`src/rtl/core/vrbs_pkg.sv`:
```
// Shared constants, request and status codes, and the memory port type for the record stack.
package vrbs_pkg;

  localparam int STACK_BYTES      = 1024;
  localparam int MAX_RECORD_BYTES = 64;
  localparam int HEADER_BYTES     = 4;

  localparam int ADDR_W = $clog2(STACK_BYTES);
  localparam int TOP_W  = $clog2(STACK_BYTES + 1);
  localparam int LEN_W  = 7;
  localparam int HDR_W  = 8 * HEADER_BYTES;
  localparam int CNT_W  = $clog2(HEADER_BYTES + 1);
  localparam int SUM_W  = ((HDR_W > TOP_W) ? HDR_W : TOP_W) + 2;

  localparam logic [2:0] REQ_PUSH  = 3'd0;
  localparam logic [2:0] REQ_POP   = 3'd1;
  localparam logic [2:0] REQ_PEEK  = 3'd2;
  localparam logic [2:0] REQ_CLEAR = 3'd3;
  localparam logic [2:0] REQ_QUERY = 3'd4;

  localparam logic [1:0] ST_OK    = 2'd0;
  localparam logic [1:0] ST_FULL  = 2'd1;
  localparam logic [1:0] ST_EMPTY = 2'd2;

  typedef struct packed {
    logic              we;
    logic [ADDR_W-1:0] waddr;
    logic [7:0]        wdata;
    logic [ADDR_W-1:0] raddr;
  } mem_req_t;

  function automatic logic fits_fn(input logic [TOP_W-1:0] t, input logic [LEN_W-1:0] l);
    logic [TOP_W:0] need;
    need = (TOP_W + 1)'(l) + (TOP_W + 1)'(HEADER_BYTES);
    return (l <= LEN_W'(MAX_RECORD_BYTES)) && ({1'b0, t} >= need);
  endfunction

endpackage

```
`src/rtl/core/vrbs_ctrl.sv`:
```
// Request sequencer: push runs, header write and read, byte emission, and result register.
module vrbs_ctrl (
  input  logic                            clk,
  input  logic                            rst,
  input  logic                            start,
  output logic                            busy,
  input  logic [2:0]                      req_type,
  input  logic [7:0]                      data_byte,
  input  logic [vrbs_pkg::LEN_W-1:0]      item_len,
  input  logic                            last,
  output vrbs_pkg::mem_req_t              mreq,
  input  logic [7:0]                      rdata,
  output logic                            valid,
  output logic [1:0]                      status,
  output logic [7:0]                      out_byte,
  output logic                            byte_valid,
  output logic                            last_result,
  output logic                            is_empty,
  output logic                            fits
);

  localparam int TOP_W  = vrbs_pkg::TOP_W;
  localparam int LEN_W  = vrbs_pkg::LEN_W;
  localparam int HDR_W  = vrbs_pkg::HDR_W;
  localparam int CNT_W  = vrbs_pkg::CNT_W;
  localparam int SUM_W  = vrbs_pkg::SUM_W;
  localparam int ADDR_W = vrbs_pkg::ADDR_W;

  localparam logic [2:0] S_IDLE = 3'd0;
  localparam logic [2:0] S_HWR  = 3'd1;
  localparam logic [2:0] S_HRD  = 3'd2;
  localparam logic [2:0] S_CALC = 3'd3;
  localparam logic [2:0] S_DRD  = 3'd4;

  logic [2:0]       state, state_next;
  logic [TOP_W-1:0] top, top_next;
  logic             push_open, push_open_next;
  logic             push_reject, push_reject_next;
  logic [TOP_W-1:0] push_base, push_base_next;
  logic [LEN_W-1:0] push_index, push_index_next;
  logic [LEN_W-1:0] push_len, push_len_next;
  logic [LEN_W-1:0] req_len, req_len_next;
  logic             is_pop, is_pop_next;
  logic [CNT_W-1:0] cnt, cnt_next;
  logic [HDR_W-1:0] hdr_val, hdr_val_next;
  logic [LEN_W-1:0] n_len, n_len_next;
  logic [LEN_W-1:0] idx, idx_next;
  logic [TOP_W:0]   rbase, rbase_next;
  logic             rd_oob, rd_oob_next;

  logic             emit;
  logic [1:0]       e_status;
  logic [7:0]       e_byte;
  logic             e_bv;
  logic             e_last;
  logic [LEN_W-1:0] len_src;

  logic [TOP_W-1:0] base_eff;
  logic             rej_eff;
  logic [LEN_W-1:0] len_eff;
  logic [LEN_W-1:0] idx_eff;
  logic [TOP_W:0]   raddr_full;
  logic             rd_issue;
  logic [7:0]       rbyte;
  logic [HDR_W-1:0] hdr_shift;
  logic [SUM_W-1:0] pop_top;
  logic [LEN_W-1:0] n_min;
  logic [LEN_W-1:0] n_calc;
  logic [TOP_W-1:0] top_empty;

  assign busy      = (state != S_IDLE);
  assign top_empty = TOP_W'(vrbs_pkg::STACK_BYTES);
  assign base_eff  = push_open ? push_base : (top - TOP_W'(item_len));
  assign rej_eff   = push_open ? push_reject : !vrbs_pkg::fits_fn(top, item_len);
  assign len_eff   = push_open ? push_len : item_len;
  assign idx_eff   = push_open ? push_index : '0;
  assign rbyte     = rd_oob ? 8'h00 : rdata;
  assign hdr_shift = HDR_W'(rbyte) << {cnt - CNT_W'(1), 3'b000};
  assign pop_top   = SUM_W'(rbase) + SUM_W'(hdr_val);
  assign n_min     = (SUM_W'(hdr_val) < SUM_W'(req_len)) ? hdr_val[LEN_W-1:0] : req_len;
  assign n_calc    = (n_min > LEN_W'(vrbs_pkg::MAX_RECORD_BYTES)) ?
                     LEN_W'(vrbs_pkg::MAX_RECORD_BYTES) : n_min;

  always_comb begin
    state_next       = state;
    top_next         = top;
    push_open_next   = push_open;
    push_reject_next = push_reject;
    push_base_next   = push_base;
    push_index_next  = push_index;
    push_len_next    = push_len;
    req_len_next     = req_len;
    is_pop_next      = is_pop;
    cnt_next         = cnt;
    hdr_val_next     = hdr_val;
    n_len_next       = n_len;
    idx_next         = idx;
    rbase_next       = rbase;
    mreq             = '0;
    raddr_full       = '0;
    rd_issue         = 1'b0;
    emit             = 1'b0;
    e_status         = vrbs_pkg::ST_OK;
    e_byte           = 8'h00;
    e_bv             = 1'b0;
    e_last           = 1'b1;
    len_src          = req_len;
    case (state)
      S_IDLE: begin
        len_src = item_len;
        if (start) begin
          req_len_next = item_len;
          if (req_type == vrbs_pkg::REQ_PUSH) begin
            push_open_next   = 1'b1;
            push_len_next    = len_eff;
            push_reject_next = rej_eff;
            push_base_next   = base_eff;
            if (!rej_eff && (idx_eff < len_eff)) begin
              mreq.we    = 1'b1;
              mreq.waddr = ADDR_W'(base_eff + TOP_W'(idx_eff));
              mreq.wdata = data_byte;
            end
            push_index_next = (idx_eff == '1) ? idx_eff : idx_eff + LEN_W'(1);
            if (last) begin
              push_open_next   = 1'b0;
              push_reject_next = 1'b0;
              if (rej_eff) begin
                emit     = 1'b1;
                e_status = vrbs_pkg::ST_FULL;
              end else begin
                cnt_next   = '0;
                state_next = S_HWR;
              end
            end
          end else begin
            push_open_next   = 1'b0;
            push_reject_next = 1'b0;
            if (req_type == vrbs_pkg::REQ_POP || req_type == vrbs_pkg::REQ_PEEK) begin
              is_pop_next = (req_type == vrbs_pkg::REQ_POP);
              if (top >= top_empty) begin
                emit     = 1'b1;
                e_status = vrbs_pkg::ST_EMPTY;
              end else begin
                cnt_next     = '0;
                hdr_val_next = '0;
                state_next   = S_HRD;
              end
            end else begin
              if (req_type == vrbs_pkg::REQ_CLEAR) begin
                top_next = top_empty;
              end
              emit = 1'b1;
            end
          end
        end
      end
      S_HWR: begin
        mreq.we    = 1'b1;
        mreq.waddr = ADDR_W'(push_base - TOP_W'(vrbs_pkg::HEADER_BYTES) + TOP_W'(cnt));
        mreq.wdata = (cnt == '0) ? 8'(push_len) : 8'h00;
        if (cnt == CNT_W'(vrbs_pkg::HEADER_BYTES - 1)) begin
          top_next   = push_base - TOP_W'(vrbs_pkg::HEADER_BYTES);
          emit       = 1'b1;
          state_next = S_IDLE;
        end else begin
          cnt_next = cnt + CNT_W'(1);
        end
      end
      S_HRD: begin
        if (cnt < CNT_W'(vrbs_pkg::HEADER_BYTES)) begin
          rd_issue   = 1'b1;
          raddr_full = {1'b0, top} + (TOP_W + 1)'(cnt);
        end
        if (cnt != '0) begin
          hdr_val_next = hdr_val | hdr_shift;
        end
        if (cnt == CNT_W'(vrbs_pkg::HEADER_BYTES)) begin
          rbase_next = {1'b0, top} + (TOP_W + 1)'(vrbs_pkg::HEADER_BYTES);
          state_next = S_CALC;
        end else begin
          cnt_next = cnt + CNT_W'(1);
        end
      end
      S_CALC: begin
        n_len_next = n_calc;
        idx_next   = '0;
        if (is_pop) begin
          top_next = (pop_top > SUM_W'(vrbs_pkg::STACK_BYTES)) ? top_empty :
                     pop_top[TOP_W-1:0];
        end
        if (n_calc == '0) begin
          emit       = 1'b1;
          state_next = S_IDLE;
        end else begin
          state_next = S_DRD;
        end
      end
      S_DRD: begin
        if (idx < n_len) begin
          rd_issue   = 1'b1;
          raddr_full = rbase + (TOP_W + 1)'(idx);
        end
        if (idx != '0) begin
          emit   = 1'b1;
          e_byte = rbyte;
          e_bv   = 1'b1;
          e_last = (idx == n_len);
        end
        if (idx == n_len) begin
          state_next = S_IDLE;
        end
        idx_next = idx + LEN_W'(1);
      end
      default: begin
        state_next = S_IDLE;
      end
    endcase
    mreq.raddr  = ADDR_W'(raddr_full);
    rd_oob_next = rd_issue && (raddr_full >= (TOP_W + 1)'(vrbs_pkg::STACK_BYTES));
  end

  always_ff @(posedge clk) begin
    if (rst) begin
      state       <= S_IDLE;
      top         <= TOP_W'(vrbs_pkg::STACK_BYTES);
      push_open   <= 1'b0;
      push_reject <= 1'b0;
      push_base   <= '0;
      push_index  <= '0;
      valid       <= 1'b0;
    end else begin
      state       <= state_next;
      top         <= top_next;
      push_open   <= push_open_next;
      push_reject <= push_reject_next;
      push_base   <= push_base_next;
      push_index  <= push_index_next;
      valid       <= emit;
    end
  end

  always_ff @(posedge clk) begin
    push_len    <= push_len_next;
    req_len     <= req_len_next;
    is_pop      <= is_pop_next;
    cnt         <= cnt_next;
    hdr_val     <= hdr_val_next;
    n_len       <= n_len_next;
    idx         <= idx_next;
    rbase       <= rbase_next;
    rd_oob      <= rd_oob_next;
    status      <= e_status;
    out_byte    <= e_byte;
    byte_valid  <= e_bv;
    last_result <= e_last;
    is_empty    <= (top_next >= top_empty);
    fits        <= vrbs_pkg::fits_fn(top_next, len_src);
  end

endmodule

```
`config.mk`:
```
export PLATFORM = sky130hd
export DESIGN_NAME = vrbs_ctrl
export DESIGN_NICKNAME = d
export VERILOG_FILES = /design/src/rtl/core/vrbs_pkg.sv /design/src/rtl/core/vrbs_ctrl.sv
export SDC_FILE = /design/constraint.sdc
export NUM_CORES = 1
export LEC_CHECK = 0
export BUFFER_PORTS_ARGS = -buffer_cell sky130_fd_sc_hd__buf_2
export CAP_MARGIN = 20
export CORE_ASPECT_RATIO = 0.9
export CORE_MARGIN = 1
export CORE_UTILIZATION = 40
export DETAILED_ROUTE_END_ITERATION = 7
export PLACE_DENSITY_LB_ADDON = 0.2
export SLEW_MARGIN = 20
export SYNTH_ARGS = -nofsm -noshare
export SYNTH_HDL_FRONTEND = slang
export SYNTH_SLANG_ARGS = --single-unit
```
`constraint.sdc`:
```
create_clock -name clk -period 11.3 [get_ports clk]
set_input_delay 2.26 -clock clk [delete_from_list [all_inputs] [get_ports clk]]
set_output_delay 2.26 -clock clk [all_outputs]
set_load 0.02 [all_outputs]
```
# Yosys cells after proc, flatten, opt, wreduce, memory -nomap -nowiden
# Cells that the tools add are included.
[totals]
input_bits = 30
regBits = 126
output_inout_bits = 45
wordCells = 176
[classes]
order_cmp = 13
n_eq_ne = 25
n_reduce_logical = 25
mux = 74
n_bitwise = 2
n_shift = 1
add_sub_neg = 14
[ops]
columns = ["cell", "count"]
rows = [
  ["$mux W32", 5],
  ["$mux W11", 8],
  ["$pmux W32 S2", 1],
  ["$mux W19", 3],
  ["$mux W3", 18],
  ["$mux W7", 7],
  ["$pmux W19 S2", 1],
  ["$add A12 B32 Y33", 1],
  ["$gt A33 B11 Y1 const B", 1],
  ["$pmux W11 S3", 1],
  ["$lt A32 B7 Y1", 1],
  ["$or A32 B32 Y32", 1],
  ["$shl A8 B6 Y32", 1],
  ["$mux W12", 2],
  ["$pmux W12 S2", 1],
  ["$ge A11 B11 Y1 const B", 2],
  ["$ge A11 B8 Y1", 2],
  ["$ne A2 B2 Y1 const B", 10],
  ["$mux W1", 18],
  ["$add A7 B3 Y8 const B", 2],
  ["$reduce_and A8 Y1", 2],
  ["$eq A3 B2 Y1 const B", 5],
  ["$pmux W3 S5", 1],
  ["$add A7 B1 Y7 const B", 2],
  ["38 further kinds", 58],
]

# Logic depth before layout (Yosys ltp)
# Gate-level depths: netlist of the first run.
[logic_depth]
depth_word = 11
ltp_mapped = 23
mapped_depth_nobuf = 23

# Least setup slack after synthesis of the first run
# Ideal clock, no wire load.
[synth_timing]
path_type = "input to output"
start = "input port item_len[2] in the netlist's numbering"
end = "output port mreq[28] in the netlist's numbering"
stages = 14
path_slack_ns = 3.769
required_ns = 9.040
t_arrival_ns = 5.271
n_path_buf = 1
path_cell_list = "inv_1 ha_1 inv_1 ha_1 nand4b_1 nor4_1 o31a_1 o21ai_0 a221oi_1 o21ai_1 a2111oi_0 clkbuf_1 nor2_1 nor3_1"
[synth_rtl]
columns = ["element", "line", "rtl"]
rows = [
  ["from (decl)", "vrbs_ctrl.sv:9", "input logic [vrbs_pkg::LEN_W-1:0] item_len,"],
  ["to (decl)", "vrbs_ctrl.sv:11", "output vrbs_pkg::mem_req_t mreq,"],
]

==> results of run 1 <==
metal layers:
metal  up-vias  track usage [%]  part of all wire (%)
met4         0            7.143                   1.8
li1       4519                -                     -
met3        33            4.939                   8.8
met5         -                0                     0
met2       378            35.48                    40
met1      4441            38.04                    49
where the power goes:
| part | switching, uW | internal [uW] | total (uW) |
|---|---|---|---|
| Sequential | 64.0 | 539 | 603 |
| Clock | 226 | 329 | 555 |
| Combinational | 310 | 173 | 483 |
placed cells by master (no fill, tap or decap), drive strengths merged, types with 6 or more instances in the layout:
cell,netlist,routed
nand2,97,97
xnor2,50,50
edfxtp,76,76
a2111oi,6,6
mux2i,21,21
nor4,17,17
or4,6,6
o21ai,50,50
nand3,32,32
fa,6,6
a211oi,13,13
a21oi,96,96
inv,79,86
and3,15,15
a22o,9,9
and2,15,15
or3,7,7
buf,14,84
o21a,7,7
nor2,138,138
clkbuf,37,18
or2,8,8
dfxtp,50,50
xor2,30,30
nand2b,13,13
ha,87,87
o31ai,12,12
nor3,35,35
a21boi,10,10
o22ai,18,18
nor2b,32,32
nand4,14,14
a21o,32,32
a22oi,6,6
nor3b,7,7
through the flow:
step	cells	util, %
2_1_floorplan	1217	-
3_3_place_gp	1592	43.50
3_5_place_dp	1592	43.50
4_1_cts	1624	45.81
5_1_grt	1625	45.82
6_report	1626	45.83
worst min-delay path: cells and delay by family, from the launching register on:
kind,cells,cell delay [ns]
compound gates,1,0.05
simple gates,1,0.05
flops,1,0.31
registers in the layout, summed over array words and instances (netlist names), 2 cells and up:
register / count
push_len: 7
top: 11
rbase: 12
push_base: 11
idx: 7
req_len: 7
hdr_val: 32
out_byte: 8
cnt: 3
n_len: 7
state: 3
push_index: 7
status: 2
cell families (layout without fill, tap and decap cells):
family / count (synthesis) / after routing / synth area share (%)
simple gates: 451 / 451 / 22.02
flops: 126 / 126 / 31.82
buf+inv: 130 / 195 / 4.972
other cells: 0 / 2 / 0
mux: 25 / 25 / 2.474
fa+ha+maj: 93 / 93 / 11.71
xor+xnor: 80 / 80 / 6.791
compound gates: 312 / 312 / 20.20
worst min-delay path by stage:
stage	startpoint	end	slack [ns]	cells after the start
6_report	push_reject	push_reject	0.46	2
5_1_grt	push_reject	push_reject	0.49	2
4_1_cts	push_reject	push_reject	0.46	2
3_5_place_dp	push_reject	push_reject	0.45	2
3_3_place_gp	push_reject	push_reject	0.45	2
2_1_floorplan	push_reject	push_reject	0.43	2
area by class of cell:
cell class | count | area, sq um | area share, %
multi-input combinational | 961 | 6534 | 56.45
sequential | 126 | 3283 | 28.36
inverter | 79 | 296.5 | 2.562
clock inverter | 14 | 153.9 | 1.330
tap | 342 | 427.9 | 3.697
antenna | 2 | 5.005 | 0.04324
timing repair buffer | 84 | 445.4 | 3.848
clock buffer | 18 | 429.2 | 3.708
==> impl_metrics.env, run 1 <==
export IMPL_status="completed"
export IMPL_drive_gt1_share_pct=11.54
export IMPL_report_final_slew_viol_count=0
export IMPL_place_ws_ns=3.492
export IMPL_async_flop_share_pct=0
export IMPL_first_pass_iters=5
export IMPL_yosysMostFrequentCell="nor2_1"
export IMPL_cts_buffers=17
export IMPL_rsz0062_at_grt="no"
export IMPL_cts_hold_buffers=0
export IMPL_grt_pass1_vias=8708
export IMPL_cts_path_max_buffers=2
export IMPL_cts_sinks=126
export IMPL_yosysTopAreaCell="edfxtp_1"
export IMPL_dpl_instance_area_sq_mm=0.01099
export IMPL_syn_avg_cell_area_sq_um=8.478
export IMPL_synth_commonest_cells="nor2_1, a21oi_1, nand2_1"
export IMPL_whs_ns=0.4612
export IMPL_track_usage_pct=25.11
export IMPL_design_area_sq_mm=0.01157
export IMPL_via_per_inst=5.763
export IMPL_worst_pin_slew_ns=1.046
export IMPL_cp_max_fo=7
export IMPL_die_y_microns=154.4
export IMPL_seq_area_frac_synth_pct=31.82
export IMPL_netlist_cell_type_count=85
export IMPL_cts_root_buf="clkbuf_16"
export IMPL_ir_drop_mv=0.1046
export IMPL_final_hold_violation_count=0
export IMPL_ys_flop_type="edfxtp_1"
export IMPL_synth_top_cell_area_share_pct=22.12
export IMPL_maxCapViolCount=0
export IMPL_power_density_mw_per_mm2=141.7
export IMPL_syn_num_nets=1340
export IMPL_grt_first_pass_wirelength_microns=50310
export IMPL_yosys_top_cells_area="edfxtp_1, ha_1, dfxtp_1"
export IMPL_critPathTopFamily="simple AND/OR/NAND/NOR gates"
export IMPL_synthesis_area_sq_mm=0.01032
export IMPL_fin_total_pwr_uw=1641
export IMPL_drtIter0Drc=849
export IMPL_timing_rr_start="hdr_val[0]"
export IMPL_reg2reg_depth=23
export IMPL_worstSetupPathType="primary input to output port"
export IMPL_antenna_found_initial=2
export IMPL_cts_setup_buffers=0
export IMPL_htree_num_levels=4
export IMPL_setup_viol=0
export IMPL_crit_chain="buf_2 > inv_1 > ha_1 > inv_1 > ha_1 > nand4b_1 > nor4_1 > o31a_1 > o21ai_0 > a221oi_1 > o21ai_1 > and2_1 > or4_1 > o22ai_1 > buf_2"
export IMPL_coreArea_sq_mm=0.02526
export IMPL_worstSetupStartpointType="primary input"
export IMPL_timing_fmax_mhz=126.9
export IMPL_worstReg2RegEnd="fits"
export IMPL_row_count=55
export IMPL_worst_ep_arrival_time_ns=5.62
export IMPL_layout_min_cycle_time_ns=7.879
export IMPL_crit_end="mreq[21]"
export IMPL_cp_depth=15
export IMPL_portBuffers=74
export IMPL_area_growth_pct=12.19
export IMPL_relSlewSlack_pct=29.35
export IMPL_wire_per_inst_microns=19.81
export IMPL_final_setup_worst_slack_ns=3.421
export IMPL_crit_start="item_len[2]"
export IMPL_initial_core_util_pct=40.85
export IMPL_synth_edf_count=76
export IMPL_ys_warn_count=0
export IMPL_fin_crit_sh_pct=69.73
export IMPL_finClkSkew_ns=0.01140
export IMPL_end_kind="output port"
export IMPL_dieArea_sq_mm=0.02644
export IMPL_synth_seq_cells=126
export IMPL_post_cts_resized=0
export IMPL_vias=9371
export IMPL_drc=0
export IMPL_nNetsFinal=1392
export IMPL_nFillCells=2522
export IMPL_required_ns=9.04
export IMPL_ioPinCount=75
export IMPL_fin_setup_tns_ns=0
export IMPL_insertion_delay_ns=0.43
export IMPL_grt_ovfl_total=0
export IMPL_routed_wl_microns=32210
export IMPL_hp_class="register to register"
export IMPL_critical_path_max_stage_delay_ns=0.66
export IMPL_clk_transition_reported_paths_ns=0.06
export IMPL_grt_max_degree=44
export IMPL_synthCells=1217
export IMPL_regToRegSetupSlack_ns=5.61
export IMPL_critPathBufInv=4
export IMPL_drtAntennaViolNets=0
export IMPL_die_w_microns=171.3
export IMPL_hpwlAfterDp_microns=24980
export IMPL_critical_path_slowest_cell="or4_1"
export IMPL_cts_tree="done"
export IMPL_gp_congestion=0.9564
export IMPL_power_leakage_uw=0.004916
Note: power is estimated with default switching activity, not from simulation.
==> inputs of run 2 (changes only) <==
--- a/config.mk
+++ b/config.mk
@@ -5,6 +5,7 @@
 export SDC_FILE = /design/constraint.sdc
 export NUM_CORES = 1
 export LEC_CHECK = 0
+export ABC_AREA = 1
 export BUFFER_PORTS_ARGS = -buffer_cell sky130_fd_sc_hd__buf_2
 export CAP_MARGIN = 20
 export CORE_ASPECT_RATIO = 0.9
==> constraint.sdc (replaced) <==
create_clock -name clk -period 7.8 [get_ports clk]
set_input_delay 1.56 -clock clk [delete_from_list [all_inputs] [get_ports clk]]
set_output_delay 1.56 -clock clk [all_outputs]
set_load 0.02 [all_outputs]
==> impl_metrics.env, run 2 <==
export IMPL_post_route_util_pct=45.98
export IMPL_ioPinCount=75
export IMPL_hp_class="register to register"
export IMPL_cts_sinks=126
export IMPL_synth_commonest_cells="nand2_1, inv_1, nor2_1"
export IMPL_power_leakage_uw=0.005730
export IMPL_nFillCells=2712
export IMPL_required_ns=6.24
export IMPL_grt_ovfl_total=0
export IMPL_cts_setup_buffers=0
export IMPL_die_w_microns=174.7
export IMPL_reg2reg_depth=28
export IMPL_largestRegisters="hdr_val (32), rbase (12)"
export IMPL_cp_max_fo=5
export IMPL_regToRegSetupSlack_ns=3.22
export IMPL_drtIter0Drc=942
export IMPL_synth_edf_count=76
export IMPL_drc=0
export IMPL_largest_register="hdr_val"
export IMPL_wire_per_inst_microns=17.75
export IMPL_cts_buffers=17
export IMPL_synth_seq_cells=126
export IMPL_nNetsFinal=1756
export IMPL_coreArea_sq_mm=0.02621
export IMPL_vias=10660
export IMPL_n_antenna_cell=0
export IMPL_final_hold_violation_count=0
export IMPL_grt_first_pass_wirelength_microns=54320
export IMPL_ys_flop_type="edfxtp_1"
export IMPL_report_final_slew_viol_count=0
export IMPL_final_setup_worst_slack_ns=1.527
export IMPL_clk_transition_reported_paths_ns=0.07
export IMPL_largest_reg_flops=32
export IMPL_yosys_top_cells_area="edfxtp_1, nand2_1, ha_1"
export IMPL_row_count=56
export IMPL_drtAntennaViolNets=0
export IMPL_first_pass_iters=8
export IMPL_setup_viol=0
export IMPL_via_per_inst=5.346
export IMPL_ir_drop_mv=0.1187
export IMPL_syn_avg_cell_area_sq_um=6.889
export IMPL_htree_num_levels=4
export IMPL_worstSetupStartpointType="primary input"
export IMPL_worst_pin_slew_ns=1.061
export IMPL_fin_setup_tns_ns=0
export IMPL_place_ws_ns=1.536
export IMPL_insertion_delay_ns=0.43
export IMPL_netlist_cell_type_count=52
export IMPL_whs_path_depth=2
export IMPL_portBuffers=74
export IMPL_fin_total_pwr_uw=1659
export IMPL_timing_fmax_mhz=159.4
export IMPL_worstSetupPathType="primary input to output port"
export IMPL_end_kind="output port"
export IMPL_whs_ns=0.4708
export IMPL_power_density_mw_per_mm2=137.7
export IMPL_fin_crit_sh_pct=80.42
export IMPL_cts_root_buf="clkbuf_16"
export IMPL_rsz0062_at_grt="no"
export IMPL_layout_min_cycle_time_ns=6.273
export IMPL_maxCapViolCount=0
export IMPL_synth_top_cell_area_share_pct=21.26
export IMPL_dieArea_sq_mm=0.02749
export IMPL_antenna_found_initial=0
export IMPL_synthesis_area_sq_mm=0.01073
export IMPL_ys_warn_count=0
export IMPL_area_growth_pct=12.28
export IMPL_cts_tree="done"
export IMPL_worst_ep_arrival_time_ns=4.71
export IMPL_syn_num_nets=1681
export IMPL_cts_hold_buffers=0
export IMPL_grt_pass1_vias=9683
export IMPL_status="completed"
export IMPL_gp_congestion=0.9639
export IMPL_async_flop_share_pct=0
export IMPL_grt_max_degree=39
export IMPL_relSlewSlack_pct=28.98
export IMPL_initial_core_util_pct=40.96
export IMPL_track_usage_pct=25.95
export IMPL_drive_gt1_share_pct=10.21
export IMPL_yosysTopAreaCell="edfxtp_1"
export IMPL_routed_wl_microns=35380
export IMPL_post_cts_resized=0
export IMPL_cts_path_max_buffers=2
export IMPL_yosysMostFrequentCell="nand2_1"
export IMPL_finClkSkew_ns=0.01495
export IMPL_die_y_microns=157.4
export IMPL_hpwlAfterDp_microns=28450
export IMPL_layout_common_cells="nand2_1, inv_1, nor2_1, a21oi_1, nand3_1"
export IMPL_mostFrequentLayoutCell="nand2_1"
export IMPL_seq_area_frac_synth_pct=30.59
export IMPL_synthCells=1558
-- run 2: cell types whose count changed in the layout (fill, tap and decap cells not counted), sizes merged, moves of 24 or more --
cell   delta
xnor2    -40
a21o     -32
o21ai    +24
nor2     +70
nand3    +62
nand2   +277
nor2b    -32
inv     +167
-- run 2: power breakdown --
part	switching, uW	total [uW]	leakage [uW]	internal (uW)
clock network	339	760	0.000263	421
registers	10.5	722	0.00111	712
logic	121	177	0.00436	56.1
total	471	1660	0.00573	1190
-- run 2: final timing paths --
path,startpoint,to
setup / recovery,item_len[0],mreq[26]
hold / removal,push_index[0],push_index[0]
setup reg to reg,hdr_val[7],fits
hold reg to reg,push_index[0],push_index[0]
-- run 2: final cells by class --
class	count	area, sq um	area share, %
flip-flops and latches	126	3283	27.25
clock inverters	13	105.1	0.8722
multi-input cells	1152	6407	53.17
inverters	256	960.9	7.974
well taps	348	435.4	3.613
clock buffers	19	442.9	3.676
repair buffers	80	415.4	3.447
-- run 2: worst max-delay path, cell delays in order --
cell and delay, ns:
buf_2 0.13, ha_1 0.15, inv_1 0.07, fa_1 0.49
inv_1 0.04, o21ai_0 0.33, inv_1 0.12, fa_1 0.47
o21ai_0 0.32, a21oi_1 0.12, o21bai_1 0.23, nand2_1 0.08
a21oi_1 0.18, xor2_1 0.08, o21ai_0 0.15, buf_2 0.19
-- run 2: kinds of logic after synthesis --
family                   Yosys count  synth area share, %
buffers and inverters            280                9.793
AO/OA/AOI/OAI                    247                13.57
AND/OR/NAND/NOR                  764                30.87
adder cells (fa/ha/maj)           93                11.26
XOR/XNOR                          48                3.917
flip-flops                       126                30.59
-- run 2: through the flow --
stage               instance area [sq um]  cells
global placement                    11500   1962
floorplan                           10730   1558
global route                        12050   1994
finish                              12050   1994
detailed placement                  11500   1962
CTS                                 12050   1994
-- run 2: metal layers --
layer / wire length (microns) / global-route usage [%]
met4: 516 / 6.128
met2: 14540 / 38.21
met1: 17490 / 38.39
met3: 2845 / 5.242
met5: 0 / 0
==> inputs of run 3 (changes only) <==
==> constraint.sdc (replaced) <==
create_clock -name clk -period 5.75 [get_ports clk]
set_input_delay 1.15 -clock clk [delete_from_list [all_inputs] [get_ports clk]]
set_output_delay 1.15 -clock clk [all_outputs]
set_load 0.02 [all_outputs]
==> impl_metrics.env, run 3 (same netlist as run 2, synthesis figures left out) <==
export IMPL_status="completed"
export IMPL_portBuffers=74
export IMPL_antenna_found_initial=0
export IMPL_worstSetupStartpointType="primary input"
export IMPL_layout_common_cells="nand2_1, inv_1, nor2_1, a21oi_1, nand3_1"
export IMPL_gp_congestion=0.9850
export IMPL_hpwlAfterDp_microns=28490
export IMPL_largest_reg_flops=32
export IMPL_die_y_microns=157.4
export IMPL_grt_util_met2_pct=38.70
export IMPL_n_antenna_cell=0
export IMPL_rsz0062_at_grt="no"
export IMPL_min_delay_start="push_index[0]"
export IMPL_vias=10750
export IMPL_die_w_microns=174.7
export IMPL_insertion_delay_ns=0.43
export IMPL_met1_usage_pct=38.80
export IMPL_track_usage_pct=25.93
export IMPL_cts_buffers=17
export IMPL_required_ns=4.60
export IMPL_grt_ovfl_total=0
export IMPL_drive_gt1_share_pct=10.59
export IMPL_hp_class="register to register"
export IMPL_maxCapViolCount=0
export IMPL_cts_setup_buffers=0
export IMPL_report_final_slew_viol_count=0
export IMPL_initial_core_util_pct=40.96
export IMPL_grt_pass1_vias=9866
export IMPL_relSlewSlack_pct=30.75
export IMPL_coreArea_sq_mm=0.02621
export IMPL_timing_fmax_mhz=187.6
export IMPL_worstReg2RegEnd="fits"
export IMPL_layout_min_cycle_time_ns=5.331
export IMPL_htree_num_levels=4
export IMPL_timing_rr_start="hdr_val[1]"
export IMPL_cp_max_fo=5
export IMPL_clk_transition_reported_paths_ns=0.07
export IMPL_fin_setup_tns_ns=0
export IMPL_largestRegisters="hdr_val (32), rbase (12)"
export IMPL_mostFrequentLayoutCell="nand2_1"
export IMPL_ioPinCount=75
export IMPL_setup_viol=0
export IMPL_reg2reg_depth=27
export IMPL_power_density_mw_per_mm2=194.1
export IMPL_worst_pin_slew_ns=1.035
export IMPL_cts_sinks=126
export IMPL_ir_drop_mv=0.1686
export IMPL_top_usage_layer="met1"
export IMPL_drtAntennaViolNets=0
export IMPL_largest_register="hdr_val"
export IMPL_worstSetupPathType="primary input to output port"
export IMPL_drtIter0Drc=997
export IMPL_stdcell_count=2001
export IMPL_drc=0
export IMPL_power_leakage_uw=0.005805
export IMPL_via_per_inst=5.371
export IMPL_first_pass_iters=5
export IMPL_dp_cells=1969
export IMPL_regToRegSetupSlack_ns=1.21
export IMPL_nFillCells=2733
export IMPL_routed_wl_microns=35260
export IMPL_end_kind="output port"
export IMPL_area_growth_pct=13.39
export IMPL_cts_tree="done"
export IMPL_wire_per_inst_microns=17.62
export IMPL_grt_first_pass_wirelength_microns=54770
export IMPL_dieArea_sq_mm=0.02749
export IMPL_worst_ep_arrival_time_ns=4.18
export IMPL_cts_path_max_buffers=2
export IMPL_nNetsFinal=1763
export IMPL_row_count=56
export IMPL_cts_root_buf="clkbuf_16"
export IMPL_whs_path_depth=2
export IMPL_fin_crit_sh_pct=92.72
export IMPL_gr_usage_met3_pct=4.106
export IMPL_finClkSkew_ns=0.01112
export IMPL_crit_start="item_len[0]"
export IMPL_grt_max_degree=38
export IMPL_final_hold_violation_count=0
export IMPL_crit_end="mreq[26]"
==> run 3: cell types whose count changed in the layout (fill, tap and decap cells not counted), moves of 2 or more <==
cell / previous run / this run
buf_4: 6 / 13
clkinv_2: 2 / 0
clkinv_8: 0 / 3
clkinvlp_4: 3 / 0
inv_6: 4 / 2
inv_8: 1 / 7
==> run 3: layer usage <==
| layer | routed length (microns) | part of all wire (%) |
|---|---|---|
| met4 | 505 | 1.4 |
| met1 | 17150 | 49 |
| met2 | 14850 | 42 |
| met5 | 0 | 0 |
| met3 | 2750 | 7.8 |
==> run 3: worst max-delay path, cell delays in order <==
cell and delay, ns:
buf_2 0.14, ha_1 0.15, inv_1 0.07, fa_1 0.50
inv_1 0.04, o21ai_1 0.23, inv_1 0.11, fa_1 0.46
o21ai_0 0.32, a21oi_1 0.12, o21bai_1 0.23, nand2_1 0.08
a21oi_1 0.17, xor2_1 0.08, o21ai_0 0.14, buf_2 0.18
==> run 3: metrics by stage <==
stage / total power [uW] / hold slack, ns / instance area, sq um / utilization, % / setup WS (ns)
4_1_cts: 2369 / 0.4850 / 12170 / 46.44 / 0.2843
6_report: 2362 / 0.4835 / 12170 / 46.44 / 0.4185
2_1_floorplan: 1152 / 0.4422 / 10730 / - / 0.6860
3_5_place_dp: 1235 / 0.4632 / 11550 / 44.08 / 0.3031
5_1_grt: 2434 / 0.4968 / 12170 / 46.44 / 0.05734
3_3_place_gp: 1232 / 0.4567 / 11550 / 44.08 / 0.4080
==> run 3: how the worst min path moves through the flow <==
stage | endpoint
after floorplan | push_reject
after global placement | push_index[0]
after detailed placement | push_reject
after CTS | push_index[0]
after global routing | push_index[0]
final | push_index[0]
==> run 3: repair_timing <==
action,CTS,global route
gates resized for setup,0,1
hold endpoints to repair,0,0
hold buffers,0,0
endpoints found under the setup margin,0,1
==> run 3: power breakdown <==
group / internal (uW) / switching (uW)
sequential: 965 / 13.8
combinational: 77.8 / 164
clock: 630 / 512
total: 1670 / 689
==> run 3: final cells by class <==
| type | count | area (sq um) | area share (%) |
|---|---|---|---|
| Timing Repair Buffer | 87 | 467.9 | 3.845 |
| Sequential cell | 126 | 3283 | 26.98 |
| Clock inverter | 15 | 192.7 | 1.583 |
| Tap cell | 348 | 435.4 | 3.578 |
| Inverter | 256 | 960.9 | 7.896 |
| Clock buffer | 17 | 425.4 | 3.495 |
| Multi-Input combinational cell | 1152 | 6405 | 52.63 |
